$ cat src/three_level_priority_tick_scheduler_assert.svh
// ----------------------------------------------------------------------------
// three_level_priority_tick_scheduler_assert.svh
// assertion macros shared by the scheduler rtl, clocked on clk, reset rst_n
// ----------------------------------------------------------------------------
`ifndef THREE_LEVEL_PRIORITY_TICK_SCHEDULER_ASSERT_SVH
`define THREE_LEVEL_PRIORITY_TICK_SCHEDULER_ASSERT_SVH

// same-cycle implication
`define TLPTS_ASSERT_IMPL(name, ante, cons, msg) \
    name: assert property (@(posedge clk) disable iff (!rst_n) (ante) |-> (cons)) \
        else $error(msg);

// next-cycle implication
`define TLPTS_ASSERT_NEXT(name, ante, cons, msg) \
    name: assert property (@(posedge clk) disable iff (!rst_n) (ante) |=> (cons)) \
        else $error(msg);

`endif

$ cat src/tlpts_pkg.sv
// ----------------------------------------------------------------------------
// tlpts_pkg
// types and constants of the three-level priority tick scheduler
// ----------------------------------------------------------------------------
package tlpts_pkg;

    localparam int QUEUE_DEPTH_DEF = 16;

    typedef enum logic
    {
        CMD_TICK   = 1'b0,
        CMD_ARRIVE = 1'b1
    } cmd_t;

    typedef enum logic [2:0]
    {
        ST_IDLE       = 3'd0,
        ST_RAN        = 3'd1,
        ST_FINISHED   = 3'd2,
        ST_ACCEPTED   = 3'd3,
        ST_FULL       = 3'd4,
        ST_ZERO_BURST = 3'd5
    } status_t;

    typedef enum logic [1:0]
    {
        QSEL_NONE  = 2'd0,
        QSEL_HIGH  = 2'd1,
        QSEL_INTER = 2'd2,
        QSEL_BATCH = 2'd3
    } qsel_t;

    localparam logic [1:0] PRIO_HIGH  = 2'd1;
    localparam logic [1:0] PRIO_INTER = 2'd2;

    typedef struct packed
    {
        cmd_t        command;
        logic [7:0]  job_ident;
        logic [15:0] burst_length;
        logic [1:0]  priority_class;
    } in_t;

    typedef struct packed
    {
        status_t     status;
        logic [7:0]  result_ident;
        qsel_t       served_queue;
        logic [15:0] finish_time;
        logic [15:0] turnaround;
        logic [15:0] waiting;
        logic [15:0] response;
    } out_t;

endpackage

$ cat src/three_level_priority_tick_scheduler.sv
// an arrival beat shows its result in the cycle after acceptance; a tick beat reads the job
// memory, then writes the record back in S_TICK; one arrival per cycle while not busy
// busy is high only in S_TICK, where start is ignored; results are strobed on done for one cycle
// reset clears queue pointers, counts, the time counter and the state; no memory clearing pass
// ----------------------------------------------------------------------------
// three_level_priority_tick_scheduler
// fixed-priority three-queue scheduler with job records in one synchronous memory
// ----------------------------------------------------------------------------
`include "three_level_priority_tick_scheduler_assert.svh"

module three_level_priority_tick_scheduler #(
    parameter int QUEUE_DEPTH = tlpts_pkg::QUEUE_DEPTH_DEF
) (
    input  logic            clk,
    input  logic            rst_n,
    input  logic            start,
    output logic            busy,
    input  tlpts_pkg::in_t  item,
    output logic            done,
    output tlpts_pkg::out_t result
);

    localparam int SLOTS  = 3 * QUEUE_DEPTH;
    localparam int PTR_W  = $clog2(QUEUE_DEPTH);
    localparam int CNT_W  = $clog2(QUEUE_DEPTH + 1);
    localparam int ADDR_W = $clog2(SLOTS);

    localparam logic [1:0] QI_HIGH  = 2'd0;
    localparam logic [1:0] QI_INTER = 2'd1;
    localparam logic [1:0] QI_BATCH = 2'd2;

    typedef enum logic [1:0]
    {
        S_IDLE = 2'b01,
        S_TICK = 2'b10
    } state_t;

    typedef struct packed
    {
        logic [7:0]  ident;
        logic [15:0] arrival;
        logic [15:0] burst;
        logic [15:0] remaining;
        logic [15:0] first_start;
        logic        started;
    } slot_t;

    function automatic logic [ADDR_W-1:0] slot_addr(input logic [1:0] q,
                                                    input logic [PTR_W-1:0] ptr);
        logic [ADDR_W-1:0] base;
        case (q)
            QI_HIGH:  base = '0;
            QI_INTER: base = ADDR_W'(QUEUE_DEPTH);
            default:  base = ADDR_W'(2 * QUEUE_DEPTH);
        endcase
        return base + ADDR_W'(ptr);
    endfunction

    function automatic logic [PTR_W-1:0] next_pos(input logic [PTR_W-1:0] ptr);
        return (ptr == PTR_W'(QUEUE_DEPTH - 1)) ? '0 : ptr + 1'b1;
    endfunction

    slot_t             slot_mem [SLOTS];
    slot_t             rd_reg;
    logic              mem_we;
    logic              mem_re;
    logic [ADDR_W-1:0] mem_waddr;
    logic [ADDR_W-1:0] mem_raddr;
    slot_t             mem_wdata;

    state_t            state_reg, state_next;
    logic [PTR_W-1:0]  head_reg [3];
    logic [PTR_W-1:0]  head_next [3];
    logic [PTR_W-1:0]  tail_reg [3];
    logic [PTR_W-1:0]  tail_next [3];
    logic [CNT_W-1:0]  count_reg [3];
    logic [CNT_W-1:0]  count_next [3];
    logic [15:0]       now_reg, now_next;
    logic [1:0]        tq_reg, tq_next;
    logic              tfound_reg, tfound_next;
    logic [ADDR_W-1:0] taddr_reg, taddr_next;
    logic              done_reg, done_next;
    tlpts_pkg::out_t   result_reg, result_next;

    logic              in_acc;
    logic [1:0]        arr_q;
    logic [1:0]        find_q;
    logic              find_ok;
    logic [15:0]       rem_new;
    logic [15:0]       start_new;
    logic [15:0]       fin_time;
    logic [15:0]       tat_time;

    assign busy   = (state_reg == S_TICK);
    assign done   = done_reg;
    assign result = result_reg;
    assign in_acc = start && !busy;

    assign arr_q = (item.priority_class == tlpts_pkg::PRIO_HIGH)  ? QI_HIGH  :
                   (item.priority_class == tlpts_pkg::PRIO_INTER) ? QI_INTER : QI_BATCH;

    assign find_ok = (count_reg[QI_HIGH] != '0) || (count_reg[QI_INTER] != '0)
                     || (count_reg[QI_BATCH] != '0);
    assign find_q  = (count_reg[QI_HIGH] != '0)  ? QI_HIGH  :
                     (count_reg[QI_INTER] != '0) ? QI_INTER : QI_BATCH;

    // tick arithmetic on the head record read last cycle
    assign rem_new   = rd_reg.remaining - 16'd1;
    assign start_new = rd_reg.started ? rd_reg.first_start : now_reg;
    assign fin_time  = now_reg + 16'd1;
    assign tat_time  = fin_time - rd_reg.arrival;

    always_comb
    begin
        state_next  = state_reg;
        head_next   = head_reg;
        tail_next   = tail_reg;
        count_next  = count_reg;
        now_next    = now_reg;
        tq_next     = tq_reg;
        tfound_next = tfound_reg;
        taddr_next  = taddr_reg;
        done_next   = 1'b0;
        result_next = '0;
        mem_we      = 1'b0;
        mem_re      = 1'b0;
        mem_waddr   = '0;
        mem_raddr   = '0;
        mem_wdata   = '0;

        case (state_reg)
            S_IDLE:
            begin
                if (in_acc)
                begin
                    if (item.command == tlpts_pkg::CMD_ARRIVE)
                    begin
                        done_next                = 1'b1;
                        result_next.result_ident = item.job_ident;
                        result_next.served_queue = tlpts_pkg::qsel_t'(arr_q + 2'd1);
                        if (item.burst_length == 16'd0)
                        begin
                            result_next.status = tlpts_pkg::ST_ZERO_BURST;
                        end
                        else if (count_reg[arr_q] == CNT_W'(QUEUE_DEPTH))
                        begin
                            result_next.status = tlpts_pkg::ST_FULL;
                        end
                        else
                        begin
                            result_next.status    = tlpts_pkg::ST_ACCEPTED;
                            mem_we                = 1'b1;
                            mem_waddr             = slot_addr(arr_q, tail_reg[arr_q]);
                            mem_wdata.ident       = item.job_ident;
                            mem_wdata.arrival     = now_reg;
                            mem_wdata.burst       = item.burst_length;
                            mem_wdata.remaining   = item.burst_length;
                            mem_wdata.first_start = 16'd0;
                            mem_wdata.started     = 1'b0;
                            tail_next[arr_q]      = next_pos(tail_reg[arr_q]);
                            count_next[arr_q]     = count_reg[arr_q] + 1'b1;
                        end
                    end
                    else
                    begin
                        mem_re      = 1'b1;
                        mem_raddr   = slot_addr(find_q, head_reg[find_q]);
                        taddr_next  = mem_raddr;
                        tq_next     = find_q;
                        tfound_next = find_ok;
                        state_next  = S_TICK;
                    end
                end
            end
            S_TICK:
            begin
                done_next  = 1'b1;
                now_next   = now_reg + 16'd1;
                state_next = S_IDLE;
                if (tfound_reg)
                begin
                    mem_we                   = 1'b1;
                    mem_waddr                = taddr_reg;
                    mem_wdata                = rd_reg;
                    mem_wdata.remaining      = rem_new;
                    mem_wdata.first_start    = start_new;
                    mem_wdata.started        = 1'b1;
                    result_next.result_ident = rd_reg.ident;
                    result_next.served_queue = tlpts_pkg::qsel_t'(tq_reg + 2'd1);
                    if (rem_new == 16'd0)
                    begin
                        result_next.status      = tlpts_pkg::ST_FINISHED;
                        result_next.finish_time = fin_time;
                        result_next.turnaround  = tat_time;
                        result_next.waiting     = tat_time - rd_reg.burst;
                        result_next.response    = start_new - rd_reg.arrival;
                        head_next[tq_reg]       = next_pos(head_reg[tq_reg]);
                        count_next[tq_reg]      = count_reg[tq_reg] - 1'b1;
                    end
                    else
                    begin
                        result_next.status = tlpts_pkg::ST_RAN;
                    end
                end
                else
                begin
                    result_next.status = tlpts_pkg::ST_IDLE;
                end
            end
            default:
            begin
                state_next = S_IDLE;
            end
        endcase
    end

    always_ff @(posedge clk or negedge rst_n)
    begin
        if (!rst_n)
        begin
            state_reg  <= S_IDLE;
            head_reg   <= '{default: '0};
            tail_reg   <= '{default: '0};
            count_reg  <= '{default: '0};
            now_reg    <= '0;
            tfound_reg <= 1'b0;
            done_reg   <= 1'b0;
        end
        else
        begin
            state_reg  <= state_next;
            head_reg   <= head_next;
            tail_reg   <= tail_next;
            count_reg  <= count_next;
            now_reg    <= now_next;
            tfound_reg <= tfound_next;
            done_reg   <= done_next;
        end
    end

    always_ff @(posedge clk)
    begin
        tq_reg     <= tq_next;
        taddr_reg  <= taddr_next;
        result_reg <= result_next;
    end

    // job record memory, one write port and one registered read port
    always_ff @(posedge clk)
    begin
        if (mem_we)
        begin
            slot_mem[mem_waddr] <= mem_wdata;
        end
        if (mem_re)
        begin
            rd_reg <= slot_mem[mem_raddr];
        end
    end

    `TLPTS_ASSERT_IMPL(a_done_when_free, done, !busy, "result strobed while busy")
    `TLPTS_ASSERT_NEXT(a_tick_completes, state_reg == S_TICK, done && !busy,
                       "tick did not complete in its second cycle")
    `TLPTS_ASSERT_NEXT(a_arrive_one_cycle, in_acc && item.command == tlpts_pkg::CMD_ARRIVE,
                       done && !busy, "arrival result missing")
    `TLPTS_ASSERT_IMPL(a_count_bound, 1'b1,
                       count_reg[QI_HIGH] <= CNT_W'(QUEUE_DEPTH)
                       && count_reg[QI_INTER] <= CNT_W'(QUEUE_DEPTH)
                       && count_reg[QI_BATCH] <= CNT_W'(QUEUE_DEPTH),
                       "queue count overflow")
    `TLPTS_ASSERT_IMPL(a_finish_served, done && result.status == tlpts_pkg::ST_FINISHED,
                       result.served_queue != tlpts_pkg::QSEL_NONE, "finish without queue")

endmodule
$ cat config.mk
export PLATFORM = sky130hd
export DESIGN_NAME = three_level_priority_tick_scheduler
export DESIGN_NICKNAME = d
export VERILOG_FILES = /design/src/tlpts_pkg.sv /design/src/three_level_priority_tick_scheduler.sv
export VERILOG_INCLUDE_DIRS = /design/src /design/src/src
export SDC_FILE = /design/constraint.sdc
export NUM_CORES = 2
export LEC_CHECK = 0
export BUFFER_PORTS_ARGS = -buffer_cell sky130_fd_sc_hd__buf_2
export CORE_ASPECT_RATIO = 1.2
export CORE_MARGIN = 3
export CORE_UTILIZATION = 30
export CTS_CLUSTER_DIAMETER = 200
export DETAILED_ROUTE_END_ITERATION = 8
export HOLD_SLACK_MARGIN = 0.06
export PLACE_DENSITY_LB_ADDON = 0.1
export SETUP_SLACK_MARGIN = 0.5
export SLEW_MARGIN = 5
export SYNTH_ARGS = -nofsm -noshare
export SYNTH_HDL_FRONTEND = slang
export SYNTH_SLANG_ARGS = --single-unit
$ cat constraint.sdc
create_clock -name clk -period 5.6 [get_ports clk]
set_input_delay 0.28 -clock clk [delete_from_list [all_inputs] [get_ports clk]]
set_output_delay 0.28 -clock clk [all_outputs]
set_load 0.1 [all_outputs]
### After elaboration in Yosys (flattened, before gate mapping)

Memories as Yosys holds them, arrays and structs flattened. A register that Yosys moved wholly into a read port is not among the register bits.
Cells that the tools add are included.

| word-level totals | value |
|---|---|
| flip-flop bits (word level) | 144 |
| RAM bits | 3,504 |
| input port bits | 30 |
| output and inout port bits | 79 |
| memories kept | 1 |

Memories:

| name | words | bits a word | read ports | clocked after memory_dff | wr ports | RTL line | text |
|---|---|---|---|---|---|---|---|
| slot_mem | 48 | 73 | 1 | 1 | 1 | three_level_priority_tick_scheduler.sv:63 | `slot_t slot_mem [SLOTS];` |

| cells by class | value |
|---|---|
| add/subtract/negate cells | 13 |
| $lt $le $gt $ge | 5 |
| equality and inequality tests | 16 |
| multiplexer cells | 92 |
| bitwise gates (word level) | 6 |
| reductions and logical operators | 19 |

Operators by type and width:

| operator | count |
|---|---|
| 2-to-1 mux 73 bit | 5 |
| case mux 73 bit (2 select lines) | 1 |
| 2-to-1 mux 6 bit | 16 |
| 2-to-1 mux 15 bit | 6 |
| 2-to-1 mux 74 bit | 1 |
| 2-to-1 mux 64 bit | 1 |
| subtractor 16 bit | 3 |
| 2-to-1 mux 4 bit | 10 |
| case mux 6 bit (2 select lines) | 3 |
| logical NOT 16 bit | 2 |
| bitwise mux 15 bit | 2 |
| 2-to-1 mux 5 bit | 6 |
| case mux 15 bit (2 select lines) | 1 |
| 2-to-1 mux 13 bit | 2 |
| case mux 13 bit (2 select lines) | 1 |
| binary-select mux 4 bit (select 2 bit) | 3 |
| bitwise mux 12 bit | 2 |
| binary-select mux 5 bit (select 2 bit) | 2 |
| demux 5 bit (select 2 bit) | 2 |
| 2-to-1 mux 2 bit | 9 |
| adder 16 x 1 -> 16 bit, second input constant | 1 |
| demux 4 bit (select 2 bit) | 2 |
| 2-to-1 mux 16 bit | 1 |
| subtractor 16 x 1 -> 16 bit, second input constant | 1 |
| 28 further kinds | 68 |

### Logic depth before layout (Yosys ltp)

| depth | value |
|---|---|
| depth in word-level cells | 19 |
| mapped depth | 19 |
| mapped depth without buffers | 19 |

### Worst setup path before layout

No wires, ideal clock.

| path | value |
|---|---|
| kind | input-to-reg |
| start | input item[0] (netlist bit) |
| end | memory slot_mem[4][0] (netlist bit) (enable) |
| arrival | 6.192 ns |
| data required time | 5.095 ns |
| setup slack | -1.097 ns |
| stages on the path | 16 |
| buffers on the path | 3 |
| cell sequence | inv_1 ha_1 clkbuf_1 buf_1 mux2i_1 o21ai_0 inv_1 ha_1 nor4b_1 nand2b_1 clkbuf_1 nor2_1 a22oi_1 nor3b_1 nand2_1 nor2_1 |

| between the ends | value |
|---|---|
| word-level cells in the longest chain between the ends | 16 |
| elaborated cells on any way between the ends | 33 |
| those cells by class | 1 x add/sub; 4 x eq/ne; 26 x mux; 1 x bitwise; 1 x reduce/logical |

Ends and longest elaborated chain:

| what | RTL line | text |
|---|---|---|
| from (decl) | three_level_priority_tick_scheduler.sv:18 | `input tlpts_pkg::in_t item,` |
| equality test 2 bit | three_level_priority_tick_scheduler.sv:100 | `(item.priority_class == tlpts_pkg::PRIO_INTER) ? QI_INTER : QI_BATCH;` |
| 2-to-1 mux 2 bit | three_level_priority_tick_scheduler.sv:100 |  |
| 2-to-1 mux 2 bit * | three_level_priority_tick_scheduler.sv:99 | `assign arr_q = (item.priority_class == tlpts_pkg::PRIO_HIGH) ? QI_HIGH :` |
| equality test 2 x 1 -> 1 bit or logical NOT 2 bit (tied branches) | three_level_priority_tick_scheduler.sv:51 | `case (q)` |
| case mux 6 bit (2 select lines) | three_level_priority_tick_scheduler.sv:51 |  |
| 2-to-1 mux 6 bit | three_level_priority_tick_scheduler.sv:145 | `else if (count_reg[arr_q] == CNT_W'(QUEUE_DEPTH))` |
| 2-to-1 mux 6 bit | three_level_priority_tick_scheduler.sv:141 | `if (item.burst_length == 16'd0)` |
| 2-to-1 mux 6 bit | three_level_priority_tick_scheduler.sv:136 | `if (item.command == tlpts_pkg::CMD_ARRIVE)` |
| 2-to-1 mux 6 bit | three_level_priority_tick_scheduler.sv:134 | `if (in_acc)` |
| 2-to-1 mux 6 bit | three_level_priority_tick_scheduler.sv:131 | `case (state_reg)` |
| adder 6 x 4 -> 6 bit | three_level_priority_tick_scheduler.sv:56 | `return base + ADDR_W'(ptr);` |
| 2-to-1 mux 6 bit | three_level_priority_tick_scheduler.sv:145 |  |
| 2-to-1 mux 6 bit | three_level_priority_tick_scheduler.sv:141 |  |
| 2-to-1 mux 6 bit | three_level_priority_tick_scheduler.sv:136 |  |
| 2-to-1 mux 6 bit | three_level_priority_tick_scheduler.sv:134 |  |
| case mux 6 bit (2 select lines) | three_level_priority_tick_scheduler.sv:131 |  |
| to (decl) | three_level_priority_tick_scheduler.sv:63 |  |

Mark *: on every way between the ends. The rest lies on a longest branch, timed or not. The select of a mux whose other input is x is not followed.

### Worst setup path in the final report

| path | value |
|---|---|
| start | register count_reg[12] (netlist bit) |
| end | register rd_reg[50] (netlist name) |

| between the ends | value |
|---|---|
| word-level cells in the longest chain between the ends | 11 |
| elaborated cells on any way between the ends | 16 |
| those cells by class | 1 x add/sub; 1 x eq/ne; 11 x mux; 1 x bitwise; 2 x reduce/logical |

Ends and longest elaborated chain:

| what | RTL line | text |
|---|---|---|
| from (decl) | three_level_priority_tick_scheduler.sv:76 | `logic [CNT_W-1:0] count_reg [3];` |
| from (signal assigned) | three_level_priority_tick_scheduler.sv:234 | `count_reg <= count_next;` |
| nonzero test 5 bit * | three_level_priority_tick_scheduler.sv:104 | `assign find_q = (count_reg[QI_HIGH] != '0) ? QI_HIGH :` |
| 2-to-1 mux 2 bit * | three_level_priority_tick_scheduler.sv:104 |  |
| equality test 2 x 1 -> 1 bit or logical NOT 2 bit (tied branches) | three_level_priority_tick_scheduler.sv:51 |  |
| case mux 6 bit (2 select lines) | three_level_priority_tick_scheduler.sv:51 |  |
| 2-to-1 mux 6 bit | three_level_priority_tick_scheduler.sv:136 |  |
| 2-to-1 mux 6 bit | three_level_priority_tick_scheduler.sv:134 |  |
| 2-to-1 mux 6 bit | three_level_priority_tick_scheduler.sv:131 |  |
| adder 6 x 4 -> 6 bit * | three_level_priority_tick_scheduler.sv:56 |  |
| 2-to-1 mux 6 bit * | three_level_priority_tick_scheduler.sv:136 |  |
| 2-to-1 mux 6 bit * | three_level_priority_tick_scheduler.sv:134 |  |
| 2-to-1 mux 6 bit * | three_level_priority_tick_scheduler.sv:131 |  |

Marks and branches as above.
A chain may end at the register's enable or synchronous reset.

==> impl_metrics.csv <==
group,metric,value,unit
outcome,status,"completed",
layout,syn2layout_area_growth,18.7,%
logic_synthesis,synth_top_family_by_area,"simple AND/OR/NAND/NOR gates",
worst_setup_path,cp_slowest_stage_delay,0.73,ns
die,row_count,278,
logic_synthesis,yosysSeqAreaShare,76.6,%
logic_synthesis,yosysWarnings,0,
logic_synthesis,synth_fp_nets,10100,
logic_synthesis,synth_seq_cells,3719,
route,dr.pass1.iters,6,
placed_design,hpwl,326000,µm
layout,register_area,0.111,mm²
clock_tree,clk_latency,1.03,ns
worst_setup_path,path_cells,"nor4_1 -> buf_4 -> and2_1 -> a31o_2 -> inv_8 -> nand3_4 -> buf_12 -> buf_12 -> buf_4 -> a21oi_1 -> nor4_1 -> o21ai_0 -> and3_1 -> buf_12",
die,die_w,639,µm
die,die_area,0.490,mm²
route,drtIter0Drc,10000,
global_routing,antenna_found_initial,62,
layout,largest_reg_flops,3504,
logic_synthesis,synth-async-reset-ratio,1.59,%
layout,fin_util,35.8,%
worst_setup_path,r2r-start,"count_reg[12]",
layout,finalNetCount,10600,
die,die_h,766,µm
logic_synthesis,synth_top_area_share,74.5,%
logic_synthesis,ys.flop_type,"edfxtp_1",
placed_design,dp.cells,16400,
flow_run,cap_violations,0,
worst_hold_path,hp-start,"item[2]",
worst_setup_path,required,6.34,ns
pwr,vdd_ir_drop_max,0.457,mV
pwr,seqPwrFrac,44.3,%
logic_synthesis,synth_compound_area_share,8.67,%
worst_setup_path,end_kind,"flip-flop",
worst_setup_path,startpoint_type,"flip-flop",
placed_design,io_buffers,108,
logic_synthesis,synth_xor_area_share,0.552,%
die,num_io_pins,109,
pwr,power,0.0730,W
logic_synthesis,synthMuxAreaShare,2.61,%
clock_tree,max-clock-path-buffers,4,
pwr,clkPwrFrac,35.6,%
global_routing,first_global_vias,91300,
timing,min_period,4.92,ns
timing,final-hold-violation-count,0,
die,fp.coreArea,0.479,mm²
clock_tree,cts_tree,"built",
worst_setup_path,critPathSlowestCell,"nor4_1",
logic_synthesis,synth-edff-count,3583,
timing,skew,0.0720,ns
worst_setup_path,crit_top_cell,"buf_12",
timing,slew_headroom,12.9,%
route,wl,566000,µm
placed_design,gp_congestion,0.840,
pwr,power.leakage,57.0,nW
die,initial_utilization,30.2,%
timing,rsz0062_at_grt,"no",
logic_synthesis,avgSynthCellArea,14.4,µm²
clock_tree,htreeDepth,5,
global_routing,grt_usage,22.5,%
layout,multiInputGateArea,0.0320,mm²
route,via_count,92200,
timing,worstMarginPinSlew,1.31,ns
logic_synthesis,synth-simple-area-share,9.18,%
route,viasPerCell,5.35,
clock_tree,cts_root_buf,"clkbuf_16",
worst_setup_path,cp_max_fo,29,
timing,setup_tns,0,ns
layout,instances_no_fill,17200,
logic_synthesis,synth_area_leaders,"edfxtp_1 74%, nand2_1 6.1%, o221ai_1 2.6%",
logic_synthesis,synth_cell_types,73,
timing,fmax,203,MHz
pwr,net-switching-power,0.0228,W
clock_tree,cts.clk_slew.worst_paths,0.06,ns
worst_setup_path,crit_type,"flip-flop to flip-flop",
timing,drv_slew,0,
logic_synthesis,syn_area,0.144,mm²
layout,design_area,0.171,mm²
clock_tree,cts_buffers,403,
worst_hold_path,hp-class,"input port to flip-flop",
pwr,swShare,31.2,%
global_routing,grt_max_degree,101,
pwr,p_per_area,426,mW/mm²
layout,nFillCells,45700,
worst_setup_path,arrival,5.66,ns
timing,fin_crit_sh,87.8,%
clock_tree,ctsResizeCount,0,
worst_setup_path,cp.buffers_inverters,6,
pwr,internal_power,0.0503,W
global_routing,overflow,0,
placed_design,dpl_cell_area,0.158,mm²
logic_synthesis,syn_inst,10000,
logic_synthesis,yosys.area.top_type,"edfxtp_1",
worst_setup_path,path_delay_family,"simple AND/OR/NAND/NOR gates",
route,drt-wirelength-per-cell,32.9,µm
clock_tree,cts_sinks,3719,
route,drcViolationCount,0,
logic_synthesis,synth_adder_area_share,0.570,%
worst_setup_path,critPathLaunch,"count_reg[12]",
layout,drive_gt1_share,14.8,%
route,postRouteAntennaNets,0,
pwr,combPwrFrac,20.1,%
timing,setup-violations-final,0,
global_routing,grt_pass1_wl,774000,µm
[placed cells by master, fill, tap and decap left out, drive strengths merged, types with 14 or more instances in the layout]
cell type	n
nand3	23
o221ai	436
a32oi	144
mux2	183
nand2	2329
edfxtp	3583
clkinv	176
diode	45
and2	24
nor2	291
dfrtp	58
ha	61
clkbuf	508
xor2	40
dlygate4sd3	36
a21oi	711
buf	726
nor3	20
nor2b	25
nand4	14
o21ai	169
bufinv	25
and3	83
dfxtp	77
a31oi	376
mux2i	169
xnor2	51
nor4	300
inv	80
[repair_timing]
| item | in CTS | in global routing |
|---|---|---|
| setup buffers | 0 | 0 |
| hold buffers | 36 | 0 |
| endpoints found under the hold margin | 203 | 0 |
[cells in the mapped netlist, drive strengths merged, types with 10 or more instances]
cell type  count
o21ai        169
edfxtp      3583
nor4         300
nand3         23
a32oi        144
nor2b         25
and2          24
clkbuf       542
and4          13
o221ai       436
and3          83
a31oi        376
xor2          40
nand2       2329
nand4         14
dfxtp         77
dfrtp         58
o22ai         13
xnor2         51
mux2         183
nor3          20
nor2         291
mux2i        169
ha            61
inv           62
a21oi        711
a21o          12
buf           95
a21boi        10
[layout make-up]
type | count | share of cell area, %
clock buffers | 508 | 6.21
diodes | 45 | 0.0657
flip-flops and latches | 3719 | 64.5
inverters | 63 | 0.153
well taps | 6300 | 4.60
multi-input cells | 5593 | 18.7
repair buffers | 762 | 4.59
clock inverters | 228 | 1.17
[final timing paths]
kind	slack, ns	cells after the start	end
max in group asynchronous	4.38	4	now_reg[4]
worst max register to register	0.68	14	rd_reg[50]
min in group asynchronous	0.54	4	done
worst max-delay path	0.68	14	rd_reg[50]
worst min-delay path	0.18	4	slot_mem[46][17]
worst min register to register	0.50	2	tfound_reg
[per-stage QoR]
step,hold slack (ns),setup slack (ns)
detailed placement,0.476,0.523
floorplan,-0.0156,0.0537
CTS,0.0609,0.589
global placement,0.470,0.408
global route,0.135,0.501
finish,0.179,0.681
[cell families (layout without fill, tap and decap cells)]
logic type / count (synthesis) / after routing
AOI/OAI and AO/OA: 1923 / 1923
xor gates and xnor gates: 91 / 91
adders and majority gates: 64 / 64
buffers and inverters: 700 / 1561
DFF: 3719 / 3719
muxes: 352 / 352
other: 0 / 45
and+or+nand+nor: 3163 / 3163
[layer usage]
layer	part of all wire (%)	GRT usage, %	vias to the layer above
met5	0.019	0	-
met3	6.1	3.16	700
met4	3.1	6.41	16
met2	48	36.9	3375
li1	-	-	39400
met1	43	31.0	48700
[worst min-delay path, stage by stage]
cell and delay [ns]:
buf_2 0.16, nand2_1 0.15, o21ai_2 0.07, buf_4 0.23
[power groups by stage]
| stage | clock [W] | combinational, W | sequential, W |
|---|---|---|---|
| after floorplan | 0 | 0.00694 | 0.0330 |
| after global placement | 0 | 0.0147 | 0.0329 |
| after detailed placement | 0 | 0.0146 | 0.0329 |
| after CTS | 0.0267 | 0.0147 | 0.0323 |
| after global routing | 0.0277 | 0.0155 | 0.0324 |
| final | 0.0260 | 0.0147 | 0.0323 |
(Power assumes the default switching activity.)
